[config.mk]
export PLATFORM = sky130hd
export DESIGN_NAME = led_strip_frame_serializer_unit
export DESIGN_NICKNAME = d
export VERILOG_FILES = /design/src/lsfs_pkg.sv /design/src/lsfs_front.sv /design/src/lsfs_queue.sv /design/src/lsfs_back.sv /design/src/led_strip_frame_serializer_unit.sv
export SDC_FILE = /design/constraint.sdc
export NUM_CORES = 1
export LEC_CHECK = 0
export BUFFER_PORTS_ARGS = -buffer_cell sky130_fd_sc_hd__buf_4
export CELL_PAD_IN_SITES_DETAIL_PLACEMENT = 1
export CELL_PAD_IN_SITES_GLOBAL_PLACEMENT = 1
export CORE_AREA = 2 2 199 201
export DETAILED_ROUTE_END_ITERATION = 6
export DIE_AREA = 0 0 201 203
export PLACE_DENSITY_LB_ADDON = 0.25
export SYNTH_ARGS = -nofsm -noshare
export SYNTH_HDL_FRONTEND = slang
export SYNTH_SLANG_ARGS = --single-unit
[constraint.sdc]
create_clock -name aclk -period 9 [get_ports aclk]
set_input_delay 1.8 -clock aclk [delete_from_list [all_inputs] [get_ports aclk]]
set_output_delay 1.8 -clock aclk [all_outputs]
set_load 0.005 [all_outputs]
[src/lsfs_pkg.sv]
// shared types and constants for the led strip frame serializer
`timescale 1ns / 1ps

package lsfs_pkg;

    // configuration register indexes
    localparam logic [2:0] REG_PROTOCOL_MODE    = 3'd0;
    localparam logic [2:0] REG_LED_COUNT        = 3'd1;
    localparam logic [2:0] REG_WHITE_CAL_ENABLE = 3'd2;
    localparam logic [2:0] REG_WHITE_LIMIT      = 3'd3;
    localparam logic [2:0] REG_WHITE_RED        = 3'd4;
    localparam logic [2:0] REG_WHITE_GREEN      = 3'd5;
    localparam logic [2:0] REG_WHITE_BLUE       = 3'd6;

    localparam int CFG_INDEX_W = 3;
    localparam int CFG_DATA_W  = 10;
    localparam int COUNT_W     = 10;
    localparam int ENDN_W      = 6;
    localparam int IDX_W       = 6;

    // protocol modes
    localparam logic [1:0] MODE_PLAIN = 2'd0;
    localparam logic [1:0] MODE_EXT   = 2'd1;
    localparam logic [1:0] MODE_APA   = 2'd2;

    // frame bytes
    localparam logic [7:0] CH_UPPER_A = 8'h41;
    localparam logic [7:0] CH_LOWER_W = 8'h77;
    localparam logic [7:0] CH_LOWER_D = 8'h64;
    localparam logic [7:0] CH_LOWER_A = 8'h61;
    localparam logic [7:0] HDR_XOR    = 8'h55;
    localparam logic [7:0] MARK_BYTE  = 8'hFF;
    localparam logic [7:0] ZERO_BYTE  = 8'h00;
    localparam logic [8:0] FLETCHER_MOD = 9'd255;

    // live configuration
    typedef struct packed {
        logic [1:0]         protocol_mode;
        logic [COUNT_W-1:0] led_count;
        logic               white_cal_enable;
        logic [7:0]         white_limit;
        logic [7:0]         white_red;
        logic [7:0]         white_green;
        logic [7:0]         white_blue;
    } lsfs_cfg_t;

    // classified item handed from front to back
    typedef struct packed {
        logic [7:0]         red;
        logic [7:0]         green;
        logic [7:0]         blue;
        logic               first;
        logic               last;
        logic [1:0]         mode;
        logic [COUNT_W-1:0] cnt;
        logic [ENDN_W-1:0]  endn;
    } lsfs_job_t;

    // queue status
    typedef struct packed {
        logic       full;
        logic       empty;
        logic [1:0] count;
    } lsfs_qstat_t;

    // sequencer phases
    typedef enum logic [6:0] {
        PH_HDR   = 7'b0000001,
        PH_START = 7'b0000010,
        PH_MARK  = 7'b0000100,
        PH_RGB   = 7'b0001000,
        PH_CAL   = 7'b0010000,
        PH_SUM   = 7'b0100000,
        PH_END   = 7'b1000000
    } lsfs_phase_t;

    // one fletcher step mod 255
    function automatic logic [7:0] lsfs_mod_add(input logic [7:0] a, input logic [7:0] b);
        logic [8:0] s;
        s = {1'b0, a} + {1'b0, b};
        if (s >= FLETCHER_MOD) begin
            s = s - FLETCHER_MOD;
        end
        return s[7:0];
    endfunction

endpackage

[src/lsfs_front.sv]
// front part: accepts items, tracks frame position and classifies each item
`timescale 1ns / 1ps

module lsfs_front import lsfs_pkg::*; #(
    parameter int MAX_LEDS = 512
) (
    input  logic        aclk,
    input  logic        aresetn,
    input  logic        s_valid,
    output logic        s_ready,
    input  logic [7:0]  s_red,
    input  logic [7:0]  s_green,
    input  logic [7:0]  s_blue,
    input  lsfs_cfg_t   cfg,
    input  lsfs_qstat_t qstat,
    output logic        push,
    output lsfs_job_t   job
);

    localparam logic [COUNT_W-1:0] MAX_N = COUNT_W'(MAX_LEDS);

    logic [COUNT_W-1:0] led_position_reg;
    logic [COUNT_W-1:0] led_position_next;
    logic [COUNT_W-1:0] n_eff;
    logic [1:0]         mode_eff;
    logic [COUNT_W:0]   pos_plus;
    logic [COUNT_W:0]   n_round;
    logic [ENDN_W-1:0]  endn_raw;
    logic               is_last;

    assign s_ready = !qstat.full;
    assign push    = s_valid && s_ready;

    // clamp count to 1..MAX_LEDS and fold unused mode code into plain
    always_comb begin
        if (cfg.led_count == '0) begin
            n_eff = COUNT_W'(1);
        end else if (cfg.led_count > MAX_N) begin
            n_eff = MAX_N;
        end else begin
            n_eff = cfg.led_count;
        end
        mode_eff = (cfg.protocol_mode == MODE_EXT || cfg.protocol_mode == MODE_APA) ?
                   cfg.protocol_mode : MODE_PLAIN;
    end

    // last led and end byte count
    assign pos_plus = {1'b0, led_position_reg} + (COUNT_W+1)'(1);
    assign is_last  = pos_plus >= {1'b0, n_eff};
    assign n_round  = {1'b0, n_eff} + (COUNT_W+1)'(15);
    assign endn_raw = n_round[ENDN_W+3:4];

    // item descriptor
    always_comb begin
        job.red   = s_red;
        job.green = s_green;
        job.blue  = s_blue;
        job.first = (led_position_reg == '0);
        job.last  = is_last;
        job.mode  = mode_eff;
        job.cnt   = (mode_eff == MODE_APA) ? n_eff : n_eff - COUNT_W'(1);
        job.endn  = (endn_raw < ENDN_W'(4)) ? ENDN_W'(4) : endn_raw;
    end

    // frame position
    always_comb begin
        led_position_next = led_position_reg;
        if (push) begin
            led_position_next = is_last ? '0 : pos_plus[COUNT_W-1:0];
        end
    end

    always_ff @(posedge aclk) begin
        if (!aresetn) begin
            led_position_reg <= '0;
        end else begin
            led_position_reg <= led_position_next;
        end
    end

endmodule

[src/lsfs_queue.sv]
// two-entry item queue between front and back
`timescale 1ns / 1ps

module lsfs_queue import lsfs_pkg::*; (
    input  logic        aclk,
    input  logic        aresetn,
    input  logic        push,
    input  lsfs_job_t   push_job,
    input  logic        pop,
    output lsfs_job_t   head_job,
    output lsfs_qstat_t qstat
);

    lsfs_job_t  entry_reg [2];
    logic       wr_ptr_reg;
    logic       wr_ptr_next;
    logic       rd_ptr_reg;
    logic       rd_ptr_next;
    logic [1:0] count_reg;
    logic [1:0] count_next;

    assign head_job    = entry_reg[rd_ptr_reg];
    assign qstat.full  = (count_reg == 2'd2);
    assign qstat.empty = (count_reg == 2'd0);
    assign qstat.count = count_reg;

    // pointer and fill count update
    always_comb begin
        wr_ptr_next = push ? !wr_ptr_reg : wr_ptr_reg;
        rd_ptr_next = pop  ? !rd_ptr_reg : rd_ptr_reg;
        count_next  = count_reg;
        if (push && !pop) begin
            count_next = count_reg + 2'd1;
        end else if (pop && !push) begin
            count_next = count_reg - 2'd1;
        end
    end

    always_ff @(posedge aclk) begin
        if (!aresetn) begin
            wr_ptr_reg <= 1'b0;
            rd_ptr_reg <= 1'b0;
            count_reg  <= 2'd0;
        end else begin
            wr_ptr_reg <= wr_ptr_next;
            rd_ptr_reg <= rd_ptr_next;
            count_reg  <= count_next;
        end
    end

    // storage
    always_ff @(posedge aclk) begin
        if (push) begin
            entry_reg[wr_ptr_reg] <= push_job;
        end
    end

endmodule

[src/lsfs_back.sv]
// back part: byte sequencer, fletcher sums and output register
`timescale 1ns / 1ps

module lsfs_back import lsfs_pkg::*; (
    input  logic        aclk,
    input  logic        aresetn,
    input  lsfs_cfg_t   cfg,
    input  lsfs_job_t   head_job,
    input  lsfs_qstat_t qstat,
    output logic        pop,
    output logic        m_valid,
    input  logic        m_ready,
    output logic [7:0]  m_out_byte,
    output logic        m_frame_end,
    output logic        m_run_last
);

    lsfs_job_t         cur_reg;
    lsfs_phase_t       phase_reg;
    lsfs_phase_t       phase_next;
    logic [IDX_W-1:0]  idx_reg;
    logic [IDX_W-1:0]  idx_next;
    logic              busy_reg;
    logic [7:0]        sum_first_reg;
    logic [7:0]        sum_second_reg;
    logic [7:0]        sum_first_upd;
    logic              m_valid_reg;
    logic [7:0]        m_out_byte_reg;
    logic              m_frame_end_reg;
    logic              m_run_last_reg;

    logic              advance;
    logic              job_done;
    logic              is_payload;
    logic              load;
    logic [7:0]        byte_val;
    logic [7:0]        cnt_hi;
    logic [7:0]        cnt_lo;
    lsfs_phase_t       load_phase;

    assign m_valid     = m_valid_reg;
    assign m_out_byte  = m_out_byte_reg;
    assign m_frame_end = m_frame_end_reg;
    assign m_run_last  = m_run_last_reg;

    assign advance = busy_reg && (!m_valid_reg || m_ready);
    assign load    = !qstat.empty && (!busy_reg || (advance && job_done));
    assign pop     = load;

    assign cnt_hi = {6'd0, cur_reg.cnt[COUNT_W-1:8]};
    assign cnt_lo = cur_reg.cnt[7:0];

    // opening phase of a newly loaded item
    always_comb begin
        if (head_job.first) begin
            load_phase = PH_HDR;
        end else if (head_job.mode == MODE_APA) begin
            load_phase = PH_MARK;
        end else begin
            load_phase = PH_RGB;
        end
    end

    // current byte and phase sequencing
    always_comb begin
        byte_val   = ZERO_BYTE;
        job_done   = 1'b0;
        is_payload = 1'b0;
        phase_next = phase_reg;
        idx_next   = idx_reg + IDX_W'(1);
        unique case (phase_reg)
            PH_HDR: begin
                case (idx_reg)
                    6'd0: byte_val = CH_UPPER_A;
                    6'd1: byte_val = (cur_reg.mode == MODE_EXT) ? CH_LOWER_W : CH_LOWER_D;
                    6'd2: byte_val = (cur_reg.mode == MODE_EXT && cfg.white_cal_enable) ?
                                     CH_UPPER_A : CH_LOWER_A;
                    6'd3: byte_val = cnt_hi;
                    6'd4: byte_val = cnt_lo;
                    default: byte_val = cnt_hi ^ cnt_lo ^ HDR_XOR;
                endcase
                if (idx_reg == IDX_W'(5)) begin
                    phase_next = (cur_reg.mode == MODE_APA) ? PH_START : PH_RGB;
                    idx_next   = '0;
                end
            end
            PH_START: begin
                byte_val = ZERO_BYTE;
                if (idx_reg == IDX_W'(3)) begin
                    phase_next = PH_MARK;
                    idx_next   = '0;
                end
            end
            PH_MARK: begin
                byte_val   = MARK_BYTE;
                phase_next = PH_RGB;
                idx_next   = '0;
            end
            PH_RGB: begin
                is_payload = 1'b1;
                case (idx_reg)
                    6'd0:    byte_val = cur_reg.red;
                    6'd1:    byte_val = cur_reg.green;
                    default: byte_val = cur_reg.blue;
                endcase
                if (idx_reg == IDX_W'(2)) begin
                    idx_next = '0;
                    if (!cur_reg.last || cur_reg.mode == MODE_PLAIN) begin
                        job_done = 1'b1;
                    end else if (cur_reg.mode == MODE_EXT) begin
                        phase_next = cfg.white_cal_enable ? PH_CAL : PH_SUM;
                    end else begin
                        phase_next = PH_END;
                    end
                end
            end
            PH_CAL: begin
                is_payload = 1'b1;
                case (idx_reg)
                    6'd0:    byte_val = cfg.white_limit;
                    6'd1:    byte_val = cfg.white_red;
                    6'd2:    byte_val = cfg.white_green;
                    default: byte_val = cfg.white_blue;
                endcase
                if (idx_reg == IDX_W'(3)) begin
                    phase_next = PH_SUM;
                    idx_next   = '0;
                end
            end
            PH_SUM: begin
                byte_val = (idx_reg == '0) ? sum_first_reg : sum_second_reg;
                job_done = (idx_reg == IDX_W'(1));
            end
            PH_END: begin
                byte_val = ZERO_BYTE;
                job_done = (idx_reg == cur_reg.endn - ENDN_W'(1));
            end
            default: begin
                byte_val = ZERO_BYTE;
            end
        endcase
    end

    // sequencer registers
    always_ff @(posedge aclk) begin
        if (!aresetn) begin
            busy_reg  <= 1'b0;
            phase_reg <= PH_HDR;
            idx_reg   <= '0;
        end else if (load) begin
            busy_reg  <= 1'b1;
            phase_reg <= load_phase;
            idx_reg   <= '0;
        end else if (advance && job_done) begin
            busy_reg  <= 1'b0;
        end else if (advance) begin
            phase_reg <= phase_next;
            idx_reg   <= idx_next;
        end
    end

    always_ff @(posedge aclk) begin
        if (load) begin
            cur_reg <= head_job;
        end
    end

    // fletcher sums, cleared at frame start
    assign sum_first_upd = lsfs_mod_add(sum_first_reg, byte_val);

    always_ff @(posedge aclk) begin
        if (!aresetn) begin
            sum_first_reg  <= '0;
            sum_second_reg <= '0;
        end else if (load && head_job.first) begin
            sum_first_reg  <= '0;
            sum_second_reg <= '0;
        end else if (advance && is_payload) begin
            sum_first_reg  <= sum_first_upd;
            sum_second_reg <= lsfs_mod_add(sum_second_reg, sum_first_upd);
        end
    end

    // output register
    always_ff @(posedge aclk) begin
        if (!aresetn) begin
            m_valid_reg <= 1'b0;
        end else if (advance) begin
            m_valid_reg <= 1'b1;
        end else if (m_ready) begin
            m_valid_reg <= 1'b0;
        end
    end

    always_ff @(posedge aclk) begin
        if (advance) begin
            m_out_byte_reg  <= byte_val;
            m_run_last_reg  <= job_done;
            m_frame_end_reg <= job_done && cur_reg.last;
        end
    end

endmodule

[src/led_strip_frame_serializer_unit.sv]
// top level of the led strip frame serializer
//
// One item on the s_ channel carries the color of one LED (s_red, s_green,
// s_blue). The m_ channel returns the serial frame one byte at a time, with
// m_frame_end on the final byte of a frame and m_run_last on the last byte
// caused by the current input item. Registers are written over the cfg_
// channel (cfg_index, cfg_data), which is always ready; write them only while
// the block is idle.
// An item passes the queue, the current-item and the output registers.
// Throughput: one output byte per cycle from the back sequencer unless it is
// stalled; an item gives 3 bytes in plain and extended mode and 4 in APA102
// mode, plus 6 header bytes (and 4 start bytes in APA102) on the first LED and
// on the last LED calibration, sums (extended) or end zeros (APA102).
// A two-entry item queue sits between the front and the back, so input is
// taken while the back is still emitting bytes of earlier items.
// Reset clears the frame position, the sums, the queue and the output; the
// configuration returns to plain mode, one LED.
// When the receiver stalls, the output register holds its byte, the back
// sequencer waits, and s_ready drops once the queue is full.
`timescale 1ns / 1ps

module led_strip_frame_serializer_unit import lsfs_pkg::*; #(
    parameter int MAX_LEDS = 512
) (
    input  logic                   aclk,
    input  logic                   aresetn,
    input  logic                   s_valid,
    output logic                   s_ready,
    input  logic [7:0]             s_red,
    input  logic [7:0]             s_green,
    input  logic [7:0]             s_blue,
    output logic                   m_valid,
    input  logic                   m_ready,
    output logic [7:0]             m_out_byte,
    output logic                   m_frame_end,
    output logic                   m_run_last,
    input  logic                   cfg_valid,
    output logic                   cfg_ready,
    input  logic [CFG_INDEX_W-1:0] cfg_index,
    input  logic [CFG_DATA_W-1:0]  cfg_data
);

    lsfs_cfg_t   cfg_reg;
    lsfs_cfg_t   cfg_next;
    lsfs_job_t   push_job;
    lsfs_job_t   head_job;
    lsfs_qstat_t qstat;
    logic        push;
    logic        pop;

    assign cfg_ready = 1'b1;

    // configuration register writes
    always_comb begin
        cfg_next = cfg_reg;
        if (cfg_valid) begin
            unique case (cfg_index)
                REG_PROTOCOL_MODE:    cfg_next.protocol_mode    = cfg_data[1:0];
                REG_LED_COUNT:        cfg_next.led_count        = cfg_data[COUNT_W-1:0];
                REG_WHITE_CAL_ENABLE: cfg_next.white_cal_enable = cfg_data[0];
                REG_WHITE_LIMIT:      cfg_next.white_limit      = cfg_data[7:0];
                REG_WHITE_RED:        cfg_next.white_red        = cfg_data[7:0];
                REG_WHITE_GREEN:      cfg_next.white_green      = cfg_data[7:0];
                REG_WHITE_BLUE:       cfg_next.white_blue       = cfg_data[7:0];
                default:              cfg_next = cfg_reg;
            endcase
        end
    end

    always_ff @(posedge aclk) begin
        if (!aresetn) begin
            cfg_reg.protocol_mode    <= MODE_PLAIN;
            cfg_reg.led_count        <= COUNT_W'(1);
            cfg_reg.white_cal_enable <= 1'b0;
            cfg_reg.white_limit      <= 8'd3;
            cfg_reg.white_red        <= 8'd255;
            cfg_reg.white_green      <= 8'd255;
            cfg_reg.white_blue       <= 8'd255;
        end else begin
            cfg_reg <= cfg_next;
        end
    end

    // front: accept and classify
    lsfs_front #(
        .MAX_LEDS (MAX_LEDS)
    ) u_front (
        .aclk    (aclk),
        .aresetn (aresetn),
        .s_valid (s_valid),
        .s_ready (s_ready),
        .s_red   (s_red),
        .s_green (s_green),
        .s_blue  (s_blue),
        .cfg     (cfg_reg),
        .qstat   (qstat),
        .push    (push),
        .job     (push_job)
    );

    // item queue
    lsfs_queue u_queue (
        .aclk     (aclk),
        .aresetn  (aresetn),
        .push     (push),
        .push_job (push_job),
        .pop      (pop),
        .head_job (head_job),
        .qstat    (qstat)
    );

    // back: byte sequencer
    lsfs_back u_back (
        .aclk        (aclk),
        .aresetn     (aresetn),
        .cfg         (cfg_reg),
        .head_job    (head_job),
        .qstat       (qstat),
        .pop         (pop),
        .m_valid     (m_valid),
        .m_ready     (m_ready),
        .m_out_byte  (m_out_byte),
        .m_frame_end (m_frame_end),
        .m_run_last  (m_run_last)
    );

    // a frame always ends on the last byte of an item
    a_frame_end_run_last: assert property (@(posedge aclk) disable iff (!aresetn)
        m_valid && m_frame_end |-> m_run_last)
        else $error("frame end without run end");

    // no output right after reset
    a_reset_clears_out: assert property (@(posedge aclk)
        !aresetn |=> !m_valid)
        else $error("output valid after reset");

    // queue never overfills, and a pop never hits an empty queue
    a_queue_bounds: assert property (@(posedge aclk) disable iff (!aresetn)
        (qstat.count != 2'd3) && !(pop && qstat.empty))
        else $error("queue bound violated");

endmodule
### Word level (Yosys, flattened, before mapping)

Memories as Yosys holds them, arrays and structs flattened. A register that Yosys moved wholly into a read port is not among the register bits.
Cells that the tools add are included.

| storage, ports and cells | value |
|---|---|
| bits in registers | 143 |
| RAM bits | 88 |
| input bits | 42 |
| output and inout bits | 13 |
| word-level logic and storage cells | 174 |
| memories kept | 1 |

Memory list:

| memory | depth | bits a word | read ports | clocked after Yosys merged registers in | wr ports | RTL line | text |
|---|---|---|---|---|---|---|---|
| u_queue.entry_reg | 2 | 44 | 1 | 1 | 1 | lsfs_queue.sv:14 | `lsfs_job_t entry_reg [2];` |

| operators by class | value |
|---|---|
| $add $sub $neg | 11 |
| order comparisons | 5 |
| equality and inequality tests | 32 |
| muxes and demuxes | 47 |
| bitwise operators | 4 |
| reduce and logical (&&, ||, !) cells | 47 |

Operators by type and width:

| cell | number |
|---|---|
| 8-bit one-hot mux with 5 select lines | 2 |
| 7-bit two-way mux | 10 |
| 10-bit two-way mux | 4 |
| 6-bit two-way mux | 6 |
| 7-bit one-hot mux with 5 select lines | 1 |
| 8-bit two-way mux | 3 |
| 6-bit one-hot mux with 4 select lines | 1 |
| 8-bit one-hot mux with 3 select lines | 1 |
| 10-bit logical NOT | 2 |
| 8-bit by 8-bit adder with 9-bit output | 2 |
| 9-bit by 8-bit greater-or-equal comparator with 1-bit output, second input constant | 2 |
| 8-bit one-hot mux with 2 select lines | 1 |
| 2-bit AND reduction | 8 |
| 8-bit subtractor, second input constant | 2 |
| 6-bit by 2-bit equality test with 1-bit output, second input constant | 2 |
| 6-bit by 3-bit equality test with 1-bit output, second input constant | 2 |
| 3-bit by 1-bit inequality test with 1-bit output, second input constant | 4 |
| 10-bit by 1-bit adder with 11-bit output, second input constant | 1 |
| 11-bit by 10-bit greater-or-equal comparator with 1-bit output | 1 |
| 1-bit two-way mux | 11 |
| 10-bit by 4-bit adder with 10-bit output, second input constant | 1 |
| 2-bit equality test, second input constant | 5 |
| 10-bit greater-than comparator, second input constant | 1 |
| 1-bit logical AND | 10 |
| other kinds (37) | 63 |

### Depth between registers and ports, before layout

| logic depth | value |
|---|---|
| word-level depth | 11 |
| depth in mapped cells | 30 |
| mapped depth without buffers | 28 |

### Cells and area by module

Synthesis repeated with hierarchy kept, for this count alone.

| unflattened totals | value |
|---|---|
| cell total of the unflattened synthesis | 1116 |
| area total of the unflattened synthesis | 12225.5 µm² |

Modules (own cells, without submodules):

| module | instances | cells an instance | area an instance (µm²) | seq. area each (µm²) |
|---|---|---|---|---|
| lsfs_back | 1 | 571 | 5492.8 | 2212.1 |
| lsfs_queue | 1 | 159 | 3392.0 | 2742.6 |
| led_strip_frame_serializer_unit | 1 | 179 | 1869.3 | 900.9 |
| lsfs_front | 1 | 207 | 1471.4 | 200.2 |

### Worst setup path after synthesis

No wires, ideal clock.

| timing | value |
|---|---|
| path type | register to register |
| start | reg u_back.idx_reg[0] |
| end | reg u_back.sum_second_reg[5] |
| library setup time | 0.130 ns |
| data arrival time | 6.472 ns |
| data required time | 8.870 ns |
| slack | 2.398 ns |
| stages on the path, launching flop included | 29 |
| path buffers | 2 |
| clock period less this slack | 6.602 ns |
| path through | dfxtp_1 -> inv_1 -> ha_1 -> o21ai_2 -> nor2b_1 -> clkbuf_1 -> nand3_1 -> o311ai_0 -> a21oi_1 -> o21ai_0 -> ha_1 -> inv_1 -> fa_1 -> xnor2_1 -> o2111ai_2 -> o41ai_4 -> xor2_1 -> ha_1 -> inv_1 -> fa_1 -> nor2b_1 -> nor3_1 -> o21a_1 -> xnor2_1 -> and4_1 -> clkbuf_1 -> and3b_1 -> a2111oi_0 -> nor3_1 |

| on the way | value |
|---|---|
| cells in the longest elaborated chain, start to end | 9 |
| elaborated cells on any way between the ends | 26 |
| classes of those cells | 4 x add/sub; 2 x order compare; 5 x eq/ne; 9 x mux; 6 x reduce/logical |

Ends and longest elaborated chain:

| what | RTL line | text |
|---|---|---|
| start: declaration | lsfs_back.sv:21 | `logic [IDX_W-1:0] idx_reg;` |
| start signal: assignment | lsfs_back.sv:158 | `idx_reg <= idx_next;` |
| 6-bit by 3-bit equality test with 1-bit output (tied with other cells) | lsfs_back.sv:73 | `case (idx_reg)` |
| 8-bit one-hot mux with 5 select lines (tied with other cells) | lsfs_back.sv:73 |  |
| 8-bit one-hot mux with 5 select lines (*) | lsfs_back.sv:71 | `unique case (phase_reg)` |
| named net u_back.byte_val[0] | lsfs_back.sv:36 | `logic [7:0] byte_val;` |
| 8-bit by 8-bit adder with 9-bit output (*) | lsfs_pkg.sv:80 | `s = {1'b0, a} + {1'b0, b};` |
| 8-bit subtractor or 9-bit by 8-bit greater-or-equal comparator with 1-bit output (tied branches) | lsfs_pkg.sv:82, lsfs_pkg.sv:81 |  |
| 8-bit two-way mux (*) | lsfs_pkg.sv:81 | `if (s >= FLETCHER_MOD) begin` |
| named net u_back.sum_first_upd[0] | lsfs_back.sv:26 | `logic [7:0] sum_first_upd;` |
| 8-bit by 8-bit adder with 9-bit output (*) | lsfs_pkg.sv:80 |  |
| 8-bit subtractor or 9-bit by 8-bit greater-or-equal comparator with 1-bit output (tied branches) | lsfs_pkg.sv:82, lsfs_pkg.sv:81 |  |
| 8-bit two-way mux (*) | lsfs_pkg.sv:81 |  |
| end signal: assignment | lsfs_back.sv:180 | `sum_second_reg <= lsfs_mod_add(sum_second_reg, sum_first_upd);` |
| end: declaration | lsfs_back.sv:25 | `logic [7:0] sum_second_reg;` |

Mark *: on every way through the listed nets, which the timed path passes. The rest lies on a longest branch.
A chain may end at the register's enable or synchronous reset.

### Final worst setup path

Ends and elaborated chain as after synthesis.

==> results.cfg <==
[cells_and_area]
nFillCells = 4265
drive_gt1_share_pct = 15.8
largest_reg_flops = 88
final_nets = 1216
area_delta_synth_final_pct = 16.2
n_antenna_cell = 0
final_common_cell = nand2_1
mostFrequentLayoutCells = 156 x nand2_1, 141 x edfxtp_1, 90 x dfxtp_1, 69 x nor2_1

[worst_setup_path]
worstPathRequired_ns = 9.42
slowest_delay_ns = 0.60
critPathMaxFanout = 13
crit_type = reg2reg
crit_arrival_ns = 8.54
end_kind = flip-flop
start_kind = flip-flop
critPathSlowestCell = xnor2_1

[floorplan]
initial_core_util_pct = 29.8
dieArea_um2 = 40800
core_um2 = 38500
rows = 72
ios = 55
die_width_um = 201
die_h_um = 203

[sta]
fmax_ghz = 0.123
setup_viol = 0
finalHoldViolCount = 0
slew_viol_final = 0
finalCritPeriodShare_pct = 90.2
worst_pin_slew_ns = 1.13
rsz0062_at_grt = false
min_period_ns = 8.12
hold_slack_ns = 0.460
max-slew-margin-rel_pct = 24.1
skew_ns = 0.0176
tns_ns = 0

[synthesis]
ys_seq_elements = 232
synth_edf_count = 141
synth_nets = 1172
yosysTopAreaCell = edfxtp_1
netlist_instances = 1090
yosysSeqAreaShare_pct = 52.8
synth-main-ff-cell = edfxtp_1
synth.area.top_cells = edfxtp_1 37%, dfxtp_1 16%, nand2_1 5.1%
syn_area_per_cell_um2 = 10.5
async_flop_share_pct = 0
yosysWarnings = 0
synth_top_area_share_pct = 36.9
yosysUniqueCellTypes = 82
syn_area_um2 = 11500

[global_route]
grt_pass1_wl_um = 49500
first_global_vias = 8603
gr-usage-all-layers_pct = 15.3
overflow = 0
grt_start_max_net_pins = 68
antenna_found_initial = 0

[detailed_routing]
drt-total-wl_um = 31100
wl_per_cell_um = 18.6
drc_errors = 0
drt_iter0_markers = 450
dr.pass1.iters = 5
postRouteAntennaNets = 0
viasPerCell = 4.96
vias = 8307

[power]
peakVddDrop_uv = 146
leakagePower_nw = 4.80
p_per_area_nw_per_um2 = 258

[clocking]
path_clk_slew_ns = 0.06
numCtsBuffers = 28
htreeDepth = 1
cts.sinks = 232
root_buffer = clkbuf_16
cts_setup_buffers = 0
hold_buffers = 0
cts_max_path_buffers = 3
worstSkewPairLatency_ns = 0.57
cts_tree = done

[worst_hold_path]
hold_class = reg2reg

[outcome]
status = finished, final reports clean

[place]
place.gp.congestion = 0.823
hpwl_um = 22200
io_buffers = 53

[flow_run]
drv_cap = 0
==> layout make-up <==
| class | instances | area (um2) | area share, % |
|---|---|---|---|
| timing repair buffer | 59 | 443 | 3.32 |
| clock inverter | 15 | 168 | 1.26 |
| sequential | 232 | 6060 | 45.5 |
| clock buffer | 37 | 766 | 5.75 |
| inverter | 28 | 105 | 0.789 |
| tap | 518 | 648 | 4.86 |
| multi-input combinational | 785 | 5140 | 38.6 |
==> worst max-delay path: cells and delay by family (launching register included) <==
kind / cells / cell delay [ns]
AO/OA/AOI/OAI: 11 / 3.30
XOR/XNOR: 2 / 0.86
adder cells (fa/ha/maj): 4 / 1.35
buffers and inverters: 3 / 0.28
flip-flops: 1 / 0.45
AND/OR/NAND/NOR: 6 / 1.74
==> worst paths after layout <==
| path | startpoint | to | slack (ns) | cells after the start |
|---|---|---|---|---|
| max reg2reg | u_back.idx_reg[0] | u_back.sum_second_reg[5] | 0.88 | 26 |
| min reg2reg | u_front.led_position_reg[9] | u_front.led_position_reg[9] | 0.46 | 2 |
| min | u_front.led_position_reg[9] | u_front.led_position_reg[9] | 0.46 | 2 |
| max | u_back.idx_reg[0] | u_back.sum_second_reg[5] | 0.88 | 26 |
==> metal layers <==
metal	track usage [%]	vias to the layer above	routed length, um
li1	-	4090	-
met1	20.5	4048	14700
met2	25.6	123	14600
met3	2.31	46	959
met4	4.50	0	880
met5	0	-	0
==> timing repair <==
action / 4_1_cts / 5_1_grt
endpoints found under the setup margin: 0 / 1
resized for setup: 0 / 1
hold endpoints to repair: 0 / 0
==> report_power, final <==
part	total (mW)	switching (mW)	internal, mW
logic	0.868	0.549	0.319
clock network	1.13	0.465	0.664
registers	1.44	0.0857	1.36
==> through the flow <==
step | std cells | instance area, um2 | setup slack, ns | power, mW | utilization [%]
after floorplan | 1090 | 11500 | 2.40 | 2.03 | -
after global placement | 1622 | 12400 | 1.07 | 2.33 | 32.2
after detailed placement | 1622 | 12400 | 0.590 | 2.34 | 32.2
after CTS | 1674 | 13300 | 0.563 | 3.49 | 34.6
after global routing | 1674 | 13300 | 0.169 | 3.62 | 34.6
final | 1674 | 13300 | 0.881 | 3.44 | 34.6
==> logic make-up after synthesis <==
group,after synthesis,share of synthesized area (%)
mux,55,5.27
compound gates,224,13.5
xor+xnor,42,3.50
simple gates,423,17.9
flops,232,52.8
fa+ha+maj,40,4.49
other cells,1,0.0327
buf+inv,73,2.52
==> synth_stat cells (10+ instances only) <==
master,n
ha_1,38
dfxtp_1,91
or3_1,12
nor2_1,70
a21oi_1,51
o21a_1,11
a21boi_0,17
nand2_1,156
and2_1,11
nor2b_1,24
nand3_1,59
xor2_1,12
mux2i_1,12
inv_1,27
xnor2_1,27
mux2_2,43
edfxtp_1,141
nor3_1,34
o22ai_1,10
clkbuf_1,39
o21ai_0,44
(Power assumes the default switching activity.)
